<file path="src/rtl/assert_macros.svh">
// ---------------------------------------------------------------------------
// assertion macros
// clocked checks, disabled while rst_n is low
// ---------------------------------------------------------------------------
`ifndef ASSERT_MACROS_SVH
`define ASSERT_MACROS_SVH

`ifndef NO_ASSERTIONS

// property must hold at every rising clk edge outside reset
`define ASSERT_CLK(lbl, prop, msg) \
    lbl: assert property (@(posedge clk) disable iff (!rst_n) (prop)) else $error(msg);

// condition must never be seen at a rising clk edge outside reset
`define ASSERT_NEVER(lbl, cond, msg) \
    lbl: assert property (@(posedge clk) disable iff (!rst_n) !(cond)) else $error(msg);

`else

`define ASSERT_CLK(lbl, prop, msg)
`define ASSERT_NEVER(lbl, cond, msg)

`endif

`endif

</file>
<file path="src/rtl/lss_pkg.sv">
`timescale 1ns / 1ps
// ---------------------------------------------------------------------------
// lss_pkg
// shared types and register codes of the largest empty square search unit
// ---------------------------------------------------------------------------
package lss_pkg;

    localparam int CFG_IDX_W = 2;

    localparam logic [CFG_IDX_W-1:0] CFG_IDX_OBSTACLE = 2'd0;
    localparam logic [CFG_IDX_W-1:0] CFG_IDX_WIDTH    = 2'd1;
    localparam logic [CFG_IDX_W-1:0] CFG_IDX_HEIGHT   = 2'd2;

    // per-cell flags handed from the scan stage to the recurrence stage
    typedef struct packed {
        logic free;
        logic first_row;
        logic first_col;
        logic end_map;
    } lss_ctl_t;

endpackage

</file>
<file path="src/rtl/lss_core.sv">
`timescale 1ns / 1ps
// ---------------------------------------------------------------------------
// lss_core
// recurrence stage: min of up, left and up-left plus one (zero on an obstacle),
// row buffer write back, best square tracking and the result register
// ---------------------------------------------------------------------------
`include "assert_macros.svh"

module lss_core #(
    parameter int MAX_WIDTH  = 1024,
    parameter int MAX_HEIGHT = 65536
) (
    input  logic                                            clk,
    input  logic                                            rst_n,
    input  logic                                            s1_valid,
    input  lss_pkg::lss_ctl_t                               s1_ctl,
    input  logic [((MAX_WIDTH > 1) ? $clog2(MAX_WIDTH) : 1)-1:0]   s1_col,
    input  logic [((MAX_HEIGHT > 1) ? $clog2(MAX_HEIGHT) : 1)-1:0] s1_row,
    output logic                                            s1_ready,
    input  logic                                            rd_en,
    input  logic [((MAX_WIDTH > 1) ? $clog2(MAX_WIDTH) : 1)-1:0]   rd_addr,
    input  logic [$clog2(MAX_WIDTH + 1)-1:0]                rd_data,
    output logic                                            wr_en,
    output logic [((MAX_WIDTH > 1) ? $clog2(MAX_WIDTH) : 1)-1:0]   wr_addr,
    output logic [$clog2(MAX_WIDTH + 1)-1:0]                wr_data,
    output logic                                            out_valid,
    input  logic                                            out_stall,
    output logic [((MAX_WIDTH > 1) ? $clog2(MAX_WIDTH) : 1)-1:0]   square_col,
    output logic [((MAX_HEIGHT > 1) ? $clog2(MAX_HEIGHT) : 1)-1:0] square_row,
    output logic [$clog2(MAX_WIDTH + 1)-1:0]                square_size
);

    import lss_pkg::*;

    localparam int COL_W   = (MAX_WIDTH > 1) ? $clog2(MAX_WIDTH) : 1;
    localparam int ROW_W   = (MAX_HEIGHT > 1) ? $clog2(MAX_HEIGHT) : 1;
    localparam int SIZE_W  = $clog2(MAX_WIDTH + 1);
    localparam int CCALC_W = ((COL_W > SIZE_W) ? COL_W : SIZE_W) + 1;
    localparam int RCALC_W = ((ROW_W > SIZE_W) ? ROW_W : SIZE_W) + 1;

    logic [SIZE_W-1:0]  left_size_reg, left_size_next;
    logic [SIZE_W-1:0]  diag_size_reg, diag_size_next;
    logic [SIZE_W-1:0]  best_size_reg, best_size_next;
    logic [COL_W-1:0]   best_col_reg, best_col_next;
    logic [ROW_W-1:0]   best_row_reg, best_row_next;
    logic               fwd_valid_reg;
    logic [SIZE_W-1:0]  fwd_data_reg;
    logic               out_valid_reg, out_valid_next;
    logic [COL_W-1:0]   out_col_reg;
    logic [ROW_W-1:0]   out_row_reg;
    logic [SIZE_W-1:0]  out_size_reg;

    logic               fire;
    logic               load_out;
    logic [SIZE_W-1:0]  up;
    logic [SIZE_W-1:0]  left;
    logic [SIZE_W-1:0]  diag;
    logic [SIZE_W-1:0]  min_size;
    logic [SIZE_W-1:0]  s_val;
    logic [CCALC_W-1:0] col_calc;
    logic [RCALC_W-1:0] row_calc;

    // a finishing item waits only while the previous result is still held
    assign s1_ready = !(s1_ctl.end_map && out_valid_reg && out_stall);
    assign fire     = s1_valid && s1_ready;
    assign load_out = fire && s1_ctl.end_map;

    always_comb
    begin
        // the row buffer entry is ignored on the first row
        if (s1_ctl.first_row)
        begin
            up = '0;
        end
        else if (fwd_valid_reg)
        begin
            up = fwd_data_reg;
        end
        else
        begin
            up = rd_data;
        end
        left = s1_ctl.first_col ? '0 : left_size_reg;
        diag = (s1_ctl.first_row || s1_ctl.first_col) ? '0 : diag_size_reg;

        min_size = up;
        if (left < min_size)
        begin
            min_size = left;
        end
        if (diag < min_size)
        begin
            min_size = diag;
        end
        s_val = s1_ctl.free ? (min_size + SIZE_W'(1)) : '0;

        col_calc = CCALC_W'(s1_col) + CCALC_W'(1) - CCALC_W'(s_val);
        row_calc = RCALC_W'(s1_row) + RCALC_W'(1) - RCALC_W'(s_val);

        best_size_next = best_size_reg;
        best_col_next  = best_col_reg;
        best_row_next  = best_row_reg;
        if (s_val > best_size_reg)
        begin
            best_size_next = s_val;
            best_col_next  = col_calc[COL_W-1:0];
            best_row_next  = row_calc[ROW_W-1:0];
        end

        left_size_next = s_val;
        diag_size_next = up;

        out_valid_next = load_out || (out_valid_reg && out_stall);
    end

    assign wr_en   = fire;
    assign wr_addr = s1_col;
    assign wr_data = s_val;

    always_ff @(posedge clk or negedge rst_n)
    begin
        if (!rst_n)
        begin
            left_size_reg <= '0;
            diag_size_reg <= '0;
            best_size_reg <= '0;
            best_col_reg  <= '0;
            best_row_reg  <= '0;
            fwd_valid_reg <= 1'b0;
            out_valid_reg <= 1'b0;
        end
        else
        begin
            out_valid_reg <= out_valid_next;
            // same-entry read and write in one cycle: take the new size
            if (rd_en)
            begin
                fwd_valid_reg <= wr_en && (wr_addr == rd_addr);
            end
            if (fire)
            begin
                if (s1_ctl.end_map)
                begin
                    left_size_reg <= '0;
                    diag_size_reg <= '0;
                    best_size_reg <= '0;
                    best_col_reg  <= '0;
                    best_row_reg  <= '0;
                end
                else
                begin
                    left_size_reg <= left_size_next;
                    diag_size_reg <= diag_size_next;
                    best_size_reg <= best_size_next;
                    best_col_reg  <= best_col_next;
                    best_row_reg  <= best_row_next;
                end
            end
        end
    end

    always_ff @(posedge clk)
    begin
        if (rd_en)
        begin
            fwd_data_reg <= s_val;
        end
        if (load_out)
        begin
            out_col_reg  <= best_col_next;
            out_row_reg  <= best_row_next;
            out_size_reg <= best_size_next;
        end
    end

    assign out_valid   = out_valid_reg;
    assign square_col  = out_col_reg;
    assign square_row  = out_row_reg;
    assign square_size = out_size_reg;

    `ASSERT_NEVER(a_out_overwrite, load_out && out_valid_reg && out_stall, "result overwritten")
    `ASSERT_CLK(a_size_bound, !fire || (SIZE_W'(s1_col) + SIZE_W'(1) >= s_val), "size exceeds column")
    `ASSERT_CLK(a_best_grows, (fire && !s1_ctl.end_map) |=> (best_size_reg >= $past(best_size_reg)), "best size shrank")
    `ASSERT_NEVER(a_fwd_first_row, fire && fwd_valid_reg && s1_ctl.first_row && up != '0, "row buffer used on first row")

endmodule

</file>
<file path="config.mk">
export PLATFORM = sky130hd
export DESIGN_NAME = lss_core
export DESIGN_NICKNAME = d
export VERILOG_FILES = /design/src/rtl/lss_pkg.sv /design/src/rtl/lss_core.sv
export VERILOG_INCLUDE_DIRS = /design/src /design/src/rtl
export SDC_FILE = /design/constraint.sdc
export NUM_CORES = 1
export LEC_CHECK = 0
export BUFFER_PORTS_ARGS = -buffer_cell sky130_fd_sc_hd__buf_2
export CELL_PAD_IN_SITES_DETAIL_PLACEMENT = 1
export CELL_PAD_IN_SITES_GLOBAL_PLACEMENT = 2
export CORE_ASPECT_RATIO = 2
export CORE_UTILIZATION = 39
export DETAILED_ROUTE_END_ITERATION = 16
export GPL_ROUTABILITY_DRIVEN = 0
export GPL_TIMING_DRIVEN = 0
export PLACE_DENSITY = 0.89
export SLEW_MARGIN = 20
export SYNTH_ARGS = -nofsm -noshare
export SYNTH_HDL_FRONTEND = slang
export SYNTH_SLANG_ARGS = --single-unit
export TNS_END_PERCENT = 1
</file>
<file path="constraint.sdc">
create_clock -name clk -period 17.2 [get_ports clk]
set_input_delay 4.3 -clock clk [delete_from_list [all_inputs] [get_ports clk]]
set_output_delay 4.3 -clock clk [all_outputs]
set_load 0.1 [all_outputs]
</file>
==> results of run 1 <==
## cell families after synthesis
logic type,count (synthesis),synth area share (%)
multiplexers,37,5.06
buffers and inverters,103,5.91
AND/OR/NAND/NOR,224,14.4
adder cells (fa/ha/maj),77,13.0
AO/OA/AOI/OAI,175,17.4
XOR/XNOR,39,4.64
flip-flops,109,39.5
## report_power, final
group / switching, mW / internal, mW / total (mW)
Sequential: 0.0260 / 0.369 / 0.395
Combinational: 0.698 / 0.248 / 0.946
Clock: 0.0963 / 0.112 / 0.208
## cells in the mapped netlist (8+ instances only)
| cell type | count | area [sq um] |
|---|---|---|
| dfrtp_1 | 61 | 1530 |
| nand4_1 | 8 | 50.1 |
| nand3_1 | 20 | 100 |
| nor3_1 | 10 | 50.1 |
| a22o_1 | 47 | 412 |
| edfxtp_1 | 48 | 1440 |
| clkbuf_1 | 18 | 67.6 |
| and2_1 | 10 | 62.6 |
| ha_1 | 75 | 938 |
| nand2_1 | 93 | 349 |
| mux2i_1 | 29 | 290 |
| xor2_1 | 14 | 123 |
| xnor2_1 | 24 | 210 |
| a21oi_1 | 30 | 150 |
| nor2b_1 | 17 | 106 |
| inv_1 | 61 | 229 |
| buf_4 | 12 | 90.1 |
| mux2_2 | 8 | 90.1 |
| nor2_1 | 30 | 113 |
| o21ai_0 | 31 | 155 |
## path summary, 6_finish.rpt
kind	from	endpoint	slack, ns	cells past startpoint
max	s1_ctl[2]	wr_data[10]	1.63	26
min	best_size_reg[10]	best_size_reg[10]	0.49	1
max reg2reg	fwd_valid_reg	square_size[4]	7.20	34
min reg2reg	best_size_reg[10]	best_size_reg[10]	0.49	1
max in group asynchronous	rst_n	left_size_reg[10]	12.77	2
min in group asynchronous	rst_n	best_row_reg[1]	3.87	1
## cell usage in the layout (no fill, tap or decap), drive strengths merged, types with 6 or more instances in the layout
cell,instances
ha,75
nor3,11
mux2,8
o21ai,35
nor2,30
nand4,8
a22o,47
and3,6
a21oi,31
a211oi,6
nand2,94
nor2b,17
a21o,6
inv,62
dfrtp,61
edfxtp,48
xnor2,25
xor2,14
clkbuf,27
buf,140
nand3,20
mux2i,29
and2,11
## cell type report
class | instances | area [sq um] | area share [%]
plain buffers | 41 | 211 | 2.41
clock buffers | 9 | 225 | 2.57
clock inverters | 7 | 66.3 | 0.756
inverters | 62 | 233 | 2.65
multi-input cells | 552 | 4110 | 46.9
flip-flops and latches | 109 | 2970 | 33.8
well taps | 255 | 319 | 3.64
repair buffers | 117 | 636 | 7.25
## metal layers
| metal | share of wire, % | up-vias | GRT usage, % |
|---|---|---|---|
| met5 | 0 | - | 0 |
| met4 | 6.2 | 0 | 17.1 |
| met3 | 2.1 | 72 | 2.54 |
| met1 | 34 | 3165 | 24.7 |
| li1 | - | 2997 | - |
| met2 | 58 | 152 | 51.0 |
## worst max-delay path, cell delays in order
cell      delay, ns
buf_2          0.23
buf_1          0.56
nor2_1         0.21
inv_1          0.13
ha_1           0.25
a21oi_1        0.14
o21ai_0        0.31
a21oi_1        0.51
nand2_4        0.24
mux2i_1        0.33
ha_1           0.31
a21oi_1        0.26
nor2_1         0.09
a211oi_1       0.22
o211ai_1       0.20
a31oi_4        0.37
buf_2          0.36
mux2i_1        0.13
ha_1           0.27
buf_2          0.24
and4_1         0.19
o21ai_0        0.16
o311ai_1       0.13
nor3_2         0.36
and2_1         0.28
buf_2          0.47
## metrics by stage
step	hold slack [ns]	instances
CTS	0.500	1152
global placement	0.473	1133
global route	0.515	1152
floorplan	0.441	764
finish	0.495	1152
detailed placement	0.483	1136
==> results.json, run 1 <==
{
  "status": "completed",
  "p_leak_nw": 3.98,
  "finalWorstSetupSlack_ns": 1.63,
  "vias": 6386,
  "hp-class": "flip-flop to flip-flop",
  "synth_cell_types": 72,
  "p_per_area_nw_per_um2": 177,
  "dp_hpwl_mm": 20.4,
  "initial_core_util_pct": 39.9,
  "wire_per_inst_microns": 21.3,
  "p_total_mw": 1.55,
  "avgViaCountPerCell": 5.54,
  "die_h_microns": 198,
  "syn2layout_area_growth_pct": 16.7,
  "crit_fanout": 10,
  "diodes": 0,
  "cap_violations": 0,
  "numCtsBuffers": 9,
  "postLayoutCellArea_sq_um": 8770,
  "place_area_sq_um": 8480,
  "pre_cts_ws_ns": 1.67,
  "ys_ff_latch": 109,
  "post-route-util_pct": 46.6,
  "synthArstFlopShare_pct": 56.0,
  "worst-slew-pin-transition_ns": 1.12,
  "synth-warning-count": 0,
  "row_count": 71,
  "clock_latency_ns": 0.36,
  "grt-ovfl-total": 0,
  "syn_inst": 764,
  "ys.flop_type": "dfrtp_1",
  "clockBufferDepth": 2,
  "drc": 0,
  "first_iter_violations": 244,
  "grt_max_degree": 34,
  "clk_pin_slew_ns": 0.06,
  "io_buffer_count": 114,
  "cp-end-kind": "output pin",
  "antenna_found_initial": 0,
  "syn_nets": 897,
  "detail-route-antenna-nets": 0,
  "synth_edf_count": 48,
  "yosysSeqAreaShare_pct": 39.5,
  "finalNetCount": 1025,
  "cp_data_required_time_ns": 12.90,
  "period_minus_slack_ns": 15.57,
  "cts_root_buffer": "clkbuf_16",
  "fmax_mhz": 64.2,
  "setup_viol": 0,
  "cts_tree": "built",
  "skew_ns": 0.0123,
  "tns_ns": 0,
  "grt_pass1_vias": 7058,
  "grt_setup_unrepaired": "no",
  "startpoint_type": "primary input",
  "grt_pass1_wl_mm": 38.0,
  "firstDrtPassIters": 4,
  "clkSinkCount": 109,
  "drive_gt1_share_pct": 19.5,
  "slew_violations": 0,
  "core_region_area_sq_um": 18800,
  "post_cts_resized": 0,
  "syn_area_sq_um": 7520,
  "track_usage_pct": 26.0,
  "die_area_sq_um": 19900,
  "die_w_microns": 100,
  "cts_setup_buffers": 0,
  "hold_buffers": 0,
  "worstSetupPathType": "primary input to output pin",
  "fillerInstances": 2254,
  "finalCritPeriodShare_pct": 90.5,
  "relSlewSlack_pct": 25.1,
  "avgSynthCellArea_sq_um": 9.84,
  "hold_viol_final": 0,
  "cp_data_arrival_time_ns": 11.27,
  "irDropWorstVdd_mv": 0.122,
  "htreeDepth": 3,
  "io_pins": 117,
  "wirelength_mm": 24.5
}
(Power assumes the default switching activity.)
==> inputs of run 2 (changes only) <==
--- a/config.mk
+++ b/config.mk
@@ -6,11 +6,13 @@
 export SDC_FILE = /design/constraint.sdc
 export NUM_CORES = 1
 export LEC_CHECK = 0
+export ABC_AREA = 1
 export BUFFER_PORTS_ARGS = -buffer_cell sky130_fd_sc_hd__buf_2
 export CELL_PAD_IN_SITES_DETAIL_PLACEMENT = 1
 export CELL_PAD_IN_SITES_GLOBAL_PLACEMENT = 2
 export CORE_ASPECT_RATIO = 2
-export CORE_UTILIZATION = 39
+export CORE_UTILIZATION = 37
+export CTS_CLUSTER_SIZE = 8
 export DETAILED_ROUTE_END_ITERATION = 16
 export GPL_ROUTABILITY_DRIVEN = 0
 export GPL_TIMING_DRIVEN = 0
==> run 2 against run 1 <==
Net effect:
- clock skew grew 0.0011 ns
- cell count grew 6.1%
- die area shrank 0.31%
- sequential power grew 5.1%
- non-clock buffer count shrank 6
- highest routed layer unchanged
==> results.json, run 2 <==
{
  "die_w_microns": 100,
  "synth.largest_area_cell": "dfrtp_1",
  "avgSynthCellArea_sq_um": 8.52,
  "synth.top_cell.area_share_pct": 21.5,
  "r2r_start": "fwd_valid_reg",
  "period_minus_slack_ns": 13.94,
  "hp-class": "flip-flop to flip-flop",
  "p_int_mw": 0.748,
  "p_sw_share_pct": 52.1,
  "die_h_microns": 198,
  "crit_fanout": 10,
  "crit_start": "s1_ctl[2]",
  "syn_area_sq_um": 7110,
  "grt_setup_unrepaired": "no",
  "relSlewSlack_pct": 56.1,
  "p_leak_nw": 4.21,
  "finalCritPeriodShare_pct": 81.1,
  "hold_path_startpoint": "best_row_reg[10]",
  "clkSinkCount": 109,
  "numCtsBuffers": 9,
  "path_common_cell": "nand2_1",
  "cts_tree": "built",
  "clock_latency_ns": 0.36,
  "clk_pin_slew_ns": 0.07,
  "vias": 6163,
  "synth_common_cells": "nand2_1 (152), inv_1 (136), ha_1 (75)",
  "ys_ff_latch": 109,
  "syn_nets": 967,
  "cts_root_buffer": "clkbuf_16",
  "io_pins": 117,
  "first_iter_violations": 238,
  "postLayoutCellArea_sq_um": 8350,
  "p_comb_share_pct": 59.1,
  "cp_data_required_time_ns": 12.90,
  "avgViaCountPerCell": 5.04,
  "p_switching_mw": 0.815,
  "diodes": 0,
  "cpMaxStageDelayCell": "clkbuf_1",
  "setup_viol": 0,
  "cp_num_buf_inv": 6,
  "grt-ovfl-total": 0,
  "syn_inst": 834,
  "slew_violations": 0,
  "grt_max_degree": 34,
  "row_count": 71,
  "initial_core_util_pct": 37.7,
  "grt_pass1_wl_mm": 34.1,
  "yosys-top-cells-area": "dfrtp_1 (21%), edfxtp_1 (20%), ha_1 (13%)",
  "tns_ns": 0,
  "fillerInstances": 2374,
  "synthArstFlopShare_pct": 56.0,
  "wire_per_inst_microns": 17.6,
  "yosysSeqAreaShare_pct": 41.8,
  "die_area_sq_um": 19800,
  "cp-end-kind": "output pin",
  "drc": 0,
  "core_region_area_sq_um": 18800,
  "syn2layout_area_growth_pct": 17.5,
  "skew_ns": 0.0134,
  "clockBufferDepth": 2,
  "finalNetCount": 1095,
  "cts_setup_buffers": 0,
  "status": "completed",
  "layout_commonest_cell": "nand2_1",
  "mostFrequentLayoutCells": "nand2_1 (152), inv_1 (135), buf_2 (118)",
  "antenna_found_initial": 0,
  "track_usage_pct": 23.1,
  "p_per_area_nw_per_um2": 187,
  "post_cts_resized": 0,
  "hold_viol_final": 0,
  "post-route-util_pct": 44.4,
  "ys.flop_type": "dfrtp_1",
  "dp_hpwl_mm": 17.4,
  "hold_buffers": 0,
  "cp_data_arrival_time_ns": 9.64,
  "drive_gt1_share_pct": 18.7,
  "firstDrtPassIters": 4,
  "fmax_mhz": 71.7,
  "worstSetupPathType": "primary input to output pin",
  "path_delay_family": "simple AND/OR/NAND/NOR gates",
  "htreeDepth": 3,
  "synth_cell_types": 43,
  "final_cells": 1222,
  "cap_violations": 0,
  "place_area_sq_um": 8050,
  "detail-route-antenna-nets": 0,
  "synth_edf_count": 48,
  "p_total_mw": 1.56,
  "startpoint_type": "primary input",
  "dp.cells": 1206,
  "p_clk_share_pct": 14.3,
  "synth-warning-count": 0,
  "worst-slew-pin-transition_ns": 0.659,
  "synth_most_common_cell": "nand2_1",
  "wirelength_mm": 21.5,
  "irDropWorstVdd_mv": 0.123,
  "io_buffer_count": 115,
  "seq_power_share_pct": 26.6,
  "grt_pass1_vias": 6687,
  "cpPeakStageDelay_ns": 0.48
}
==> run 2: changes by cell type after synthesis, moves of 9 or more <==
cell,before,now
inv_1,61,136
nand2_1,93,152
a22o_1,47,9
o22ai_1,2,40
mux2i_1,29,1
nor2_1,30,56
o21ai_0,31,57
nor2b_1,17,0
xnor2_1,24,11
nand2_2,0,12
nand3_1,20,29
==> run 2: final timing paths <==
check | end | slack, ns | depth (start not counted)
worst max register to register | best_row_reg[15] | 8.84 | 40
worst min-delay path | best_row_reg[10] | 0.49 | 2
max in group asynchronous | best_col_reg[5] | 12.74 | 2
worst min register to register | best_row_reg[10] | 0.49 | 2
min in group asynchronous | diag_size_reg[7] | 3.88 | 1
worst max-delay path | wr_data[8] | 3.26 | 29
==> run 2: power by group through the flow <==
stage	combinational, mW	clock (mW)	sequential [mW]
2_1_floorplan	0.499	0	0.613
3_3_place_gp	0.906	0	0.417
3_5_place_dp	0.928	0	0.420
4_1_cts	0.936	0.230	0.416
5_1_grt	1.02	0.235	0.423
6_report	0.924	0.224	0.415
==> run 2: layer usage <==
metal  vias up  wire (microns)  global-route usage (%)
li1       3011               -                       -
met5         -               0                       0
met1      3014            7530                    22.1
met2        92           12700                    46.9
met3        46             309                    1.84
met4         0             957                    12.1
==> run 2: worst min-delay path: cells and delay by family (launching register included) <==
| kind | cells | cell delay, ns |
|---|---|---|
| flops | 1 | 0.34 |
| compound gates | 1 | 0.06 |
| simple gates | 1 | 0.05 |
==> run 2: cell type report <==
type | instances | area, sq um | area share, %
multi-input cells | 548 | 3430 | 41.0
repair buffers | 117 | 618 | 7.40
clock buffers | 12 | 236 | 2.83
well taps | 255 | 319 | 3.82
flip-flops and latches | 109 | 2970 | 35.5
inverters | 142 | 533 | 6.38
plain buffers | 35 | 181 | 2.17
clock inverters | 4 | 72.6 | 0.869
==> run 2: kinds of logic after synthesis <==
kind of cell             Yosys count  share of synthesized area (%)
AO/OA/AOI/OAI                    161                           13.4
AND/OR/NAND/NOR                  280                           17.4
buffers and inverters            177                           10.1
adder cells (fa/ha/maj)           77                           13.8
XOR/XNOR                          29                           3.57
multiplexers                       1                          0.141
flip-flops                       109                           41.8
==> run 2: stage by stage <==
stage | setup WS (ns) | hold slack (ns)
final | 3.26 | 0.488
after global routing | 2.86 | 0.508
after CTS | 3.15 | 0.491
after detailed placement | 3.16 | 0.473
after global placement | 3.22 | 0.454
after floorplan | 3.57 | 0.442
