$ cat config.mk
export PLATFORM = sky130hd
export DESIGN_NAME = lss_scan
export DESIGN_NICKNAME = d
export VERILOG_FILES = /design/src/rtl/assert_macros.svh /design/src/rtl/lss_pkg.sv /design/src/rtl/lss_scan.sv
export SDC_FILE = /design/constraint.sdc
export NUM_CORES = 1
export LEC_CHECK = 0
export ABC_CLOCK_PERIOD_IN_PS = 4930
export BUFFER_PORTS_ARGS = -buffer_cell sky130_fd_sc_hd__clkbuf_2
export CAP_MARGIN = 20
export CORE_MARGIN = 4
export CORE_UTILIZATION = 50
export CTS_BUF_LIST = sky130_fd_sc_hd__clkbuf_4 sky130_fd_sc_hd__clkbuf_8
export DETAILED_ROUTE_END_ITERATION = 8
export HOLD_SLACK_MARGIN = 0.15
export PLACE_DENSITY_LB_ADDON = 0.3
export REMOVE_ABC_BUFFERS = 1
export SYNTH_ARGS = -nofsm -noshare
export SYNTH_HDL_FRONTEND = slang
export SYNTH_SLANG_ARGS = --single-unit
$ cat constraint.sdc
create_clock -name clk -period 4.93 [get_ports clk]
set_input_delay 1.479 -clock clk [delete_from_list [all_inputs] [get_ports clk]]
set_output_delay 1.479 -clock clk [all_outputs]
set_load 0.01 [all_outputs]
$ cat src/rtl/assert_macros.svh
// ---------------------------------------------------------------------------
// assertion macros
// clocked checks, disabled while rst_n is low
// ---------------------------------------------------------------------------
`ifndef ASSERT_MACROS_SVH
`define ASSERT_MACROS_SVH

`ifndef NO_ASSERTIONS

// property must hold at every rising clk edge outside reset
`define ASSERT_CLK(lbl, prop, msg) \
    lbl: assert property (@(posedge clk) disable iff (!rst_n) (prop)) else $error(msg);

// condition must never be seen at a rising clk edge outside reset
`define ASSERT_NEVER(lbl, cond, msg) \
    lbl: assert property (@(posedge clk) disable iff (!rst_n) !(cond)) else $error(msg);

`else

`define ASSERT_CLK(lbl, prop, msg)
`define ASSERT_NEVER(lbl, cond, msg)

`endif

`endif

$ cat src/rtl/lss_pkg.sv
`timescale 1ns / 1ps
// ---------------------------------------------------------------------------
// lss_pkg
// shared types and register codes of the largest empty square search unit
// ---------------------------------------------------------------------------
package lss_pkg;

    localparam int CFG_IDX_W = 2;

    localparam logic [CFG_IDX_W-1:0] CFG_IDX_OBSTACLE = 2'd0;
    localparam logic [CFG_IDX_W-1:0] CFG_IDX_WIDTH    = 2'd1;
    localparam logic [CFG_IDX_W-1:0] CFG_IDX_HEIGHT   = 2'd2;

    // per-cell flags handed from the scan stage to the recurrence stage
    typedef struct packed {
        logic free;
        logic first_row;
        logic first_col;
        logic end_map;
    } lss_ctl_t;

endpackage

$ cat src/rtl/lss_scan.sv
`timescale 1ns / 1ps
// ---------------------------------------------------------------------------
// lss_scan
// input stage: tracks the map position, issues the row buffer read and
// hands each item to the recurrence stage
// ---------------------------------------------------------------------------
module lss_scan #(
    parameter int MAX_WIDTH  = 1024,
    parameter int MAX_HEIGHT = 65536
) (
    input  logic                                            clk,
    input  logic                                            rst_n,
    input  logic                                            in_valid,
    output logic                                            in_stall,
    input  logic [7:0]                                      cell_char,
    input  logic [7:0]                                      obstacle_char,
    input  logic [$clog2(MAX_WIDTH + 1)-1:0]                eff_width,
    input  logic [$clog2(MAX_HEIGHT + 1)-1:0]               eff_height,
    input  logic                                            s1_ready,
    output logic                                            rd_en,
    output logic [((MAX_WIDTH > 1) ? $clog2(MAX_WIDTH) : 1)-1:0]   rd_addr,
    output logic                                            s1_valid,
    output lss_pkg::lss_ctl_t                               s1_ctl,
    output logic [((MAX_WIDTH > 1) ? $clog2(MAX_WIDTH) : 1)-1:0]   s1_col,
    output logic [((MAX_HEIGHT > 1) ? $clog2(MAX_HEIGHT) : 1)-1:0] s1_row
);

    import lss_pkg::*;

    localparam int COL_W    = (MAX_WIDTH > 1) ? $clog2(MAX_WIDTH) : 1;
    localparam int ROW_W    = (MAX_HEIGHT > 1) ? $clog2(MAX_HEIGHT) : 1;
    localparam int WIDTH_W  = $clog2(MAX_WIDTH + 1);
    localparam int HEIGHT_W = $clog2(MAX_HEIGHT + 1);

    logic [COL_W-1:0]    cur_col_reg, cur_col_next;
    logic [ROW_W-1:0]    cur_row_reg, cur_row_next;
    logic                s1_valid_reg, s1_valid_next;
    lss_ctl_t            s1_ctl_reg;
    logic [COL_W-1:0]    s1_col_reg;
    logic [ROW_W-1:0]    s1_row_reg;

    logic                accept;
    logic                end_row;
    logic                end_map;
    logic [WIDTH_W-1:0]  col_inc;
    logic [HEIGHT_W-1:0] row_inc;
    lss_ctl_t            ctl;

    assign in_stall = s1_valid_reg && !s1_ready;
    assign accept   = in_valid && !in_stall;
    assign rd_en    = accept;
    assign rd_addr  = cur_col_reg;

    always_comb
    begin
        col_inc = WIDTH_W'(cur_col_reg) + WIDTH_W'(1);
        row_inc = HEIGHT_W'(cur_row_reg) + HEIGHT_W'(1);
        end_row = (col_inc >= eff_width);
        end_map = end_row && (row_inc >= eff_height);

        ctl.free      = (cell_char != obstacle_char);
        ctl.first_row = (cur_row_reg == '0);
        ctl.first_col = (cur_col_reg == '0);
        ctl.end_map   = end_map;

        cur_col_next = cur_col_reg;
        cur_row_next = cur_row_reg;
        if (accept)
        begin
            if (end_map)
            begin
                cur_col_next = '0;
                cur_row_next = '0;
            end
            else if (end_row)
            begin
                cur_col_next = '0;
                cur_row_next = row_inc[ROW_W-1:0];
            end
            else
            begin
                cur_col_next = col_inc[COL_W-1:0];
            end
        end

        // the stage drains when the recurrence takes its item
        s1_valid_next = accept || (s1_valid_reg && !s1_ready);
    end

    always_ff @(posedge clk or negedge rst_n)
    begin
        if (!rst_n)
        begin
            cur_col_reg  <= '0;
            cur_row_reg  <= '0;
            s1_valid_reg <= 1'b0;
        end
        else
        begin
            cur_col_reg  <= cur_col_next;
            cur_row_reg  <= cur_row_next;
            s1_valid_reg <= s1_valid_next;
        end
    end

    always_ff @(posedge clk)
    begin
        if (accept)
        begin
            s1_ctl_reg <= ctl;
            s1_col_reg <= cur_col_reg;
            s1_row_reg <= cur_row_reg;
        end
    end

    assign s1_valid = s1_valid_reg;
    assign s1_ctl   = s1_ctl_reg;
    assign s1_col   = s1_col_reg;
    assign s1_row   = s1_row_reg;

endmodule

==> flow_metrics.tcl, run 1 <==
set metrics [dict create \
    synthMuxAreaShare_pct 0.340 \
    hold_end "s1_row[9]" \
    netlist_instances 312 \
    rows 29 \
    maxCapViolations 0 \
    grt_util_all_layers_pct 19.8 \
    reg2regPathDepth 12 \
    pwr-share-seq_pct 44.6 \
    reg2reg_slack_ps 1340 \
    synth_xor_area_share_pct 7.93 \
    setup_tns_ps 0 \
    async_flop_share_pct 47.4 \
    area_delta_synth_final_pct 22.2 \
    max-slew-margin-rel_pct 56.3 \
    postCtsHoldBufs 0 \
    ctsResizeCount 0 \
    rr_endpoint "cur_row_reg[0]" \
    gp_congestion 0.814 \
    p_per_area_nw_per_um2 344 \
    crit_arrival_ps 2260 \
    yosys_warnings 0 \
    cts.clk_slew.worst_paths_ps 60 \
    synth_top_flop_cell "edfxtp_1" \
    crit_required_ps 3450 \
    avgRoutedWirePerCell_um 15.1 \
    synth_edf_count 30 \
    synth_top_family_by_area "simple AND/OR/NAND/NOR gates" \
    boundaryPins 91 \
    setup_violations 0 \
    routed_wl_um 7370 \
    timing.final.ws_setup_ps 1190 \
    cellLeakagePower_nw 2.08 \
    start_kind "input port" \
    hold_viol 0 \
    hold_start "cur_row_reg[9]" \
    ys_ff_latch 57 \
    period_needed_ps 3740 \
    final_antenna_net_count 0 \
    hp-class "flop to flop" \
    clk_latency_ps 340 \
    drc 0 \
    die_h_um 89.4 \
    yosysTopAreaCell "edfxtp_1" \
    grt_pass1_vias 2583 \
    grt_max_degree 42 \
    numCtsBuffers 9 \
    start_util_pct 51.9 \
    synth.area.top_cells "edfxtp_1 (27%), dfrtp_1 (20%), ha_1 (12%)" \
    yosys.area_share.simple_pct 14.8 \
    mostFrequentLayoutCell "clkbuf_2" \
    grt_pass1_wl_um 12100 \
    dp_slack_ps 1170 \
    intPower_mw 0.979 \
    avgSynthCellArea_sq_um 10.6 \
    synth_fa_ha_area_share_pct 12.1 \
    post_cts_buffers 0 \
    vdd_drop_max_mv 0.274 \
    final_util_pct 63.4 \
    pwr-share-comb_pct 21.4 \
    rsz0062_at_grt "false" \
    cts.sinks 57 \
    fmax_mhz 268 \
    die_w_um 89.4 \
    clkPwrFrac_pct 34.0 \
    p_switching_mw 0.415 \
    critPathCaptureType "primary output" \
    clock_tree.root_cell "clkbuf_8" \
    power.total_mw 1.39 \
    final_cell_mix "clkbuf_2 (90), inv_1 (34), ha_1 (32)" \
    cts_tree "done" \
    whs_ps 565 \
    crit_fanout 12 \
    swShare_pct 29.8 \
    synth-compound-area-share_pct 12.3 \
    gr-total-overflow 0 \
    ys_seq_area_share_pct 47.6 \
    whs_path_depth 0 \
    dieArea_sq_um 8000 \
    maxSlewViolCount 0 \
    criticalPathCategory "input port to primary output" \
    dpl.hpwl_um 5660 \
    drive_gt1_share_pct 27.0 \
    finClkSkew_ps 12.0 \
    cts-htree-levels 3 \
    first_pass_iters 4 \
    syn_area_sq_um 3310 \
    status "finished, final reports clean" \
    drtIter0Drc 171 \
    coreArea_sq_um 6390 \
    r2r_start "cur_row_reg[0]" \
    viasPerCell 5.46 \
    synth_top_area_share_pct 27.2 \
    cts_max_path_buffers 2 \
    period_share_pct 75.8 \
    num_vias 2663 \
    port_buffers 90 \
    antenna_found_initial 0 \
    worstMarginPinSlew_ps 655 \
    layout.nets 486 \
    antenna_cells 0 \
    synth_cell_types 40 \
]
[layout make-up]
cell class                      count  area [sq um]
Multi-Input combinational cell    213          1570
Inverter                           34           128
Timing Repair Buffer               91           458
Fill cell                         544          2340
Sequential cell                    57          1580
Clock inverter                      7          93.8
Clock buffer                        9           124
Tap cell                           77          96.3
[how the worst max path moves through the flow]
| stage | start | end | slack, ps | cells after the start |
|---|---|---|---|---|
| after floorplan | s1_ready | rd_en | 820 | 3 |
| after global placement | s1_ready | rd_en | 1220 | 5 |
| after detailed placement | eff_width[4] | cur_row_reg[0] | 1170 | 9 |
| after CTS | s1_ready | rd_en | 1190 | 5 |
| after global routing | cur_row_reg[0] | cur_row_reg[0] | 1020 | 12 |
| final | s1_ready | rd_en | 1190 | 5 |
[layer usage]
layer	wire, um	up-vias	track usage (%)
met5	0	-	0
met4	108	0	7.85
li1	-	1314	-
met2	3500	74	31.7
met1	3300	1265	26.0
met3	459	10	4.52
[Yosys cell counts, types with 4 or more instances]
cell type	number
inv_1	34
ha_1	32
edfxtp_1	30
dfrtp_1	27
nand2_1	27
a22o_1	17
nand3_1	17
xnor2_1	15
xor2_1	15
nor2_1	12
a21oi_1	10
and3_1	9
clkbuf_1	7
nor4_1	6
o21ai_0	6
a21o_1	5
o31ai_1	5
nand4_1	4
nor3_1	4
[through the flow]
step	instance area, sq um	std cells
after floorplan	3280	304
after global placement	3830	472
after detailed placement	3830	472
after CTS	4050	488
after global routing	4050	488
final	4050	488
[logic make-up after synthesis]
kind of cell               Yosys count
and+or+nand+nor                     94
DFF                                 57
AOI/OAI and AO/OA                   56
buffers and inverters               42
adders and majority gates           32
xor gates and xnor gates            30
muxes                                1
[critical path: stages]
cell      delay, ps
clkbuf_2         80
nand2b_1        160
nand2_1         310
inv_1           100
clkbuf_2        140
[power groups by stage]
stage	Clock [mW]	Sequential, mW	Combinational (mW)
after detailed placement	0	0.630	0.302
after floorplan	0	0.631	0.170
after CTS	0.483	0.621	0.303
after global placement	0	0.628	0.287
final	0.474	0.622	0.299
after global routing	0.504	0.629	0.344
Note: power is estimated with default switching activity, not from simulation.
==> run 2: changes to the inputs <==
- ABC_AREA: default -> 1
- ABC_CLOCK_PERIOD_IN_PS: 4930 -> 3800
- clock period: 4.93 -> 3.8 ns (I/O delays scaled with it)
==> flow_metrics.tcl, run 2 <==
set metrics [dict create \
    grt_util_all_layers_pct 20.1 \
    avgRoutedWirePerCell_um 13.1 \
    first_pass_iters 5 \
    crit_fanout 17 \
    multi_input_area_sq_um 1640 \
    period_needed_ps 3130 \
    routed_wl_um 8120 \
    worstMarginPinSlew_ps 701 \
    coreArea_sq_um 6870 \
    vdd_drop_max_mv 0.204 \
    antenna_cells 0 \
    mostFrequentLayoutCell "nand2_1" \
    ys_ff_latch 57 \
    crit_required_ps 4010 \
    fmax_mhz 320 \
    async_flop_share_pct 47.4 \
    synth_edf_count 30 \
    ys_seq_area_share_pct 44.3 \
    drive_gt1_share_pct 22.6 \
    crit_top_cell "nand2_1" \
    avgSynthCellArea_sq_um 8.47 \
    hp-class "flop to flop" \
    area_delta_synth_final_pct 19.8 \
    critPathCaptureType "flop" \
    finClkSkew_ps 10.3 \
    dieArea_sq_um 8530 \
    yosysTopAreaCell "edfxtp_1" \
    drc 0 \
    p_per_area_nw_per_um2 440 \
    clk_latency_ps 340 \
    die_w_um 92.3 \
    synth.area.top_cells "edfxtp_1 (25%), dfrtp_1 (19%), ha_1 (11%)" \
    cts_tree "done" \
    n_fill_cell 610 \
    post_cts_buffers 0 \
    final_area_sq_um 4260 \
    path_depth 18 \
    crit_chain "ha_1 -> nand3_1 -> nor2_1 -> nand3_1 -> or2_2 -> nand2_1 -> inv_1 -> ha_1 -> nand2_1 -> nor2_1 -> and2_1 -> nand2_1 -> nand2_2 -> nor2_4 -> nor2_8 -> inv_4 -> nand2_1 -> nand2_1" \
    final_util_pct 62.0 \
    grt_pass1_vias 3070 \
    grt_max_degree 43 \
    crit_arrival_ps 3340 \
    boundaryPins 91 \
    die_h_um 92.3 \
    cts.sinks 57 \
    ctsResizeCount 0 \
    slowest_stage "dfrtp_1" \
    maxSlewViolCount 0 \
    synth_top_area_share_pct 25.3 \
    netlist_instances 420 \
    drtIter0Drc 152 \
    synthTopCellsByCount "nand2_1 (98), inv_1 (80), nand3_1 (35), nor2_1 (33), ha_1 (32)" \
    dpl.hpwl_um 6420 \
    area.sequential_sq_um 1580 \
    setup_violations 0 \
    start_kind "flop" \
    gp_congestion 0.902 \
    synth_top_flop_cell "edfxtp_1" \
    port_buffers 90 \
    antenna_found_initial 0 \
    final_cell_mix "nand2_1 (98), clkbuf_2 (90), inv_1 (80)" \
    num_vias 3054 \
    criticalPathCategory "flop to flop" \
    cellLeakagePower_nw 2.38 \
    viasPerCell 4.94 \
    maxCapViolations 0 \
    crit_family "simple AND/OR/NAND/NOR gates" \
    clock_tree.root_cell "clkbuf_8" \
    postCtsHoldBufs 0 \
    cts.clk_slew.worst_paths_ps 60 \
    post-synth-top-count-cell "nand2_1" \
    max-slew-margin-rel_pct 53.3 \
    start_util_pct 51.8 \
    whs_path_depth 0 \
    final_antenna_net_count 0 \
    cts_max_path_buffers 2 \
    whs_ps 498 \
    yosys_warnings 0 \
    place_area_sq_um 4100 \
    numCtsBuffers 9 \
    reg2regPathDepth 18 \
    setup_tns_ps 0 \
    layout.nets 597 \
    dp_slack_ps 728 \
    rows 30 \
    hold_viol 0 \
    timing.critical_path.buf_inv 2 \
    reg2reg_slack_ps 670 \
    period_share_pct 82.3 \
    syn_area_sq_um 3560 \
    status "finished, final reports clean" \
    timing.final.ws_setup_ps 672 \
    rsz0062_at_grt "false" \
    cts-htree-levels 3 \
    gr-total-overflow 0 \
    synth_cell_types 34 \
    crit_path_max_incr_delay_ps 530 \
    grt_pass1_wl_um 13600 \
]
-- run 2: cell types whose count changed in the layout (fill, tap and decap cells not counted), moves of 5 or more --
cell / change
o22ai_1: +6
inv_1: +46
nand3_1: +18
xnor2_1: -11
a22o_1: -17
and3_1: -9
o31ai_1: -5
nand2_1: +71
nor2_1: +20
-- run 2: path summary, 6_finish.rpt --
path	start	end
setup / recovery	rd_addr[0]	cur_row_reg[10]
hold / removal	cur_row_reg[14]	s1_row[14]
setup reg to reg	rd_addr[0]	cur_row_reg[10]
hold reg to reg	cur_row_reg[14]	s1_row[14]
max in group asynchronous	rst_n	cur_row_reg[13]
min in group asynchronous	rst_n	cur_row_reg[6]
-- run 2: final cells by class --
type                            instances  area share, %
Multi-Input combinational cell        277           38.6
Sequential cell                        57           37.0
Timing Repair Buffer                   91           10.7
Inverter                               81           7.20
Clock buffer                           10           3.08
Tap cell                               96           2.82
Clock inverter                          6          0.587
-- run 2: through the flow --
step / instances / power (mW)
after CTS: 618 / 1.89
after floorplan: 415 / 1.21
after detailed placement: 602 / 1.43
final: 618 / 1.87
after global placement: 602 / 1.40
after global routing: 618 / 2.01
-- run 2: worst reg2reg max path, stage by stage (launching register included) --
cell and delay [ps]:
dfrtp_1 530, ha_1 250, nand3_1 130, nor2_1 170
nand3_1 120, or2_2 310, nand2_1 100, inv_1 50
ha_1 280, nand2_1 50, nor2_1 110, and2_1 140
nand2_1 60, nand2_2 90, nor2_4 60, nor2_8 260
inv_4 150, nand2_1 80, nand2_1 60
-- run 2: metal layers --
metal  up-vias  share of wire [%]  track usage [%]  routed length [um]
met1      1392                 41             24.5                3310
met3        17                6.5             3.25                 526
met2       102                 50             34.4                4090
met4         0                2.4             9.53                 192
met5         -                  0                0                   0
li1       1543                  -                -                   -
-- run 2: cells by family (layout without fill, tap and decap cells) --
family                   count (synthesis)  count (layout)  share of synthesized area (%)
adder cells (fa/ha/maj)                 32              32                           11.3
AO/OA/AOI/OAI                           27              27                           4.19
buffers and inverters                   86             188                           9.71
XOR/XNOR                                22              22                           5.42
AND/OR/NAND/NOR                        196             196                           25.1
flip-flops                              57              57                           44.3
-- run 2: where the power goes --
part / total (mW) / switching [mW] / internal (mW)
combinational: 0.563 / 0.340 / 0.224
sequential: 0.850 / 0.0943 / 0.755
clock: 0.460 / 0.228 / 0.232
total: 1.87 / 0.662 / 1.21
==> run 3: changes to the inputs <==
- ABC_CLOCK_PERIOD_IN_PS: 3800 -> 2800
- clock period: 3.8 -> 2.8 ns (I/O delays scaled with it)
==> flow_metrics.tcl, run 3 (synthesis gave the netlist of run 2 again) <==
set metrics [dict create \
    status "finished, final reports clean" \
    routed_wl_um 8380 \
    area_delta_synth_final_pct 28.4 \
    drtIter0Drc 110 \
    antenna_cells 0 \
    die_w_um 92.3 \
    crit_arrival_ps 2850 \
    first_pass_iters 4 \
    grt_pass1_vias 3094 \
    cellLeakagePower_nw 2.51 \
    timing.final.ws_setup_ps 172 \
    setup_violations 0 \
    criticalPathCategory "flop to flop" \
    fin_cells 638 \
    die_h_um 92.3 \
    finClkSkew_ps 9.77 \
    layout.nets 617 \
    cts.clk_slew.worst_paths_ps 60 \
    grt_util_all_layers_pct 20.4 \
    crit_fanout 16 \
    dpl.hpwl_um 6360 \
    crit_family "simple AND/OR/NAND/NOR gates" \
    crit_chain "ha_4 -> nand3_4 -> nor2_4 -> nand3_2 -> or2_4 -> nor2_2 -> ha_1 -> nand2_1 -> nor2_1 -> and2_1 -> nand2_1 -> nand2_2 -> nor2_4 -> nor2_8 -> buf_12 -> nand3_1 -> nand2_1" \
    routed-wl-met3_um 513 \
    setup_tns_ps 0 \
    intPower_mw 1.82 \
    worstMarginPinSlew_ps 729 \
    clk_latency_ps 340 \
    wl_met1_um 3440 \
    cts_tree "done" \
    drive_gt1_share_pct 28.8 \
    pwr-share-comb_pct 32.9 \
    vdd_drop_max_mv 0.308 \
    slowest_stage "dfrtp_1" \
    top_layer "met4" \
    grt_max_degree 43 \
    clock_tree.root_cell "clkbuf_8" \
    p_per_area_nw_per_um2 609 \
    maxCapViolations 0 \
    final_cell_mix "nand2_1 (96), clkbuf_2 (90), inv_1 (80)" \
    pwr-share-seq_pct 40.4 \
    cts_max_path_buffers 2 \
    coreArea_sq_um 6870 \
    timing.critical_path.buf_inv 1 \
    gp_congestion 0.877 \
    dr_wl_met2_um 4250 \
    start_kind "flop" \
    crit_path_max_incr_delay_ps 390 \
    drc 0 \
    hold_viol 0 \
    swShare_pct 34.7 \
    power.total_mw 2.78 \
    cts-htree-levels 3 \
    cts.sinks 57 \
    antenna_found_initial 0 \
    period_share_pct 93.9 \
    critPathCaptureType "flop" \
    mostFrequentLayoutCell "nand2_1" \
    clkPwrFrac_pct 26.7 \
    period_needed_ps 2630 \
    dpl.cell_count 619 \
    start_util_pct 51.8 \
    crit_required_ps 3020 \
    final_antenna_net_count 0 \
    gr-total-overflow 0 \
    p_switching_mw 0.966 \
    dieArea_sq_um 8530 \
    fmax_mhz 380 \
    avgRoutedWirePerCell_um 13.1 \
    max-slew-margin-rel_pct 51.4 \
    numCtsBuffers 9 \
    dp_slack_ps -76.4 \
    viasPerCell 5.01 \
    whs_ps 485 \
    n_fill_cell 581 \
    crit_top_cell "nand2_1" \
    port_buffers 90 \
    maxSlewViolCount 0 \
    num_vias 3195 \
    postCtsHoldBufs 0 \
    rows 30 \
    grt_pass1_wl_um 13700 \
    boundaryPins 91 \
    hp-class "flop to flop" \
]
[run 3: cell types whose count changed in the layout (fill, tap and decap cells not counted), sizes merged]
cell    before  now
buf          1   21
clkinv       6    4
bufinv       0    1
clkbuf     100  101
[run 3: power groups by stage]
stage                     Clock [mW]  Combinational (mW)  Sequential (mW)
after floorplan                    0               0.447             1.19
final                          0.744               0.915             1.12
after detailed placement           0               0.872             1.12
after global routing           0.791                1.04             1.14
after global placement             0               0.843             1.12
after CTS                      0.751               0.881             1.11
[run 3: worst register-to-register path: cells and delay by family, from the launching register on]
kind | cells | cell delay (ps)
simple gates | 14 | 1570
fa+ha+maj | 2 | 410
buf+inv | 1 | 150
flops | 1 | 390
[run 3: area by class of cell]
type / instances / area, sq um / area share (%)
Timing Repair Buffer: 111 / 633 / 13.9
Multi-Input combinational cell: 277 / 1750 / 38.2
Sequential cell: 57 / 1580 / 34.5
Clock inverter: 5 / 46.3 / 1.01
Inverter: 81 / 307 / 6.71
Clock buffer: 11 / 139 / 3.04
Tap cell: 96 / 120 / 2.63
[run 3: stage by stage]
stage | utilization [%] | instance area, sq um
global route | 66.5 | 4570
floorplan | - | 3520
detailed placement | 61.8 | 4240
CTS | 64.6 | 4440
global placement | 61.8 | 4240
finish | 66.5 | 4570
[run 3: worst paths after layout]
| kind | from | endpoint | slack, ps | depth (start not counted) |
|---|---|---|---|---|
| worst min-delay path | cur_row_reg[14] | s1_row[14] | 480 | 0 |
| worst max-delay path | rd_addr[1] | cur_row_reg[0] | 170 | 17 |
| worst min register to register | cur_row_reg[14] | s1_row[14] | 480 | 0 |
| worst max register to register | rd_addr[1] | cur_row_reg[0] | 170 | 17 |
| max in group asynchronous | rst_n | cur_row_reg[5] | 1750 | 1 |
| min in group asynchronous | rst_n | s1_valid | 540 | 1 |
[run 3: layer usage]
metal | vias to the layer above | global-route usage [%]
li1 | 1589 | -
met1 | 1483 | 24.2
met2 | 103 | 35.6
met3 | 20 | 5.44
met4 | 0 | 6.81
met5 | - | 0
[run 3: repair_timing]
item,4_1_cts,5_1_grt
buffers inserted,0,3
pin swaps,0,5
resized for setup,2,24
endpoints found under the setup margin,17,25
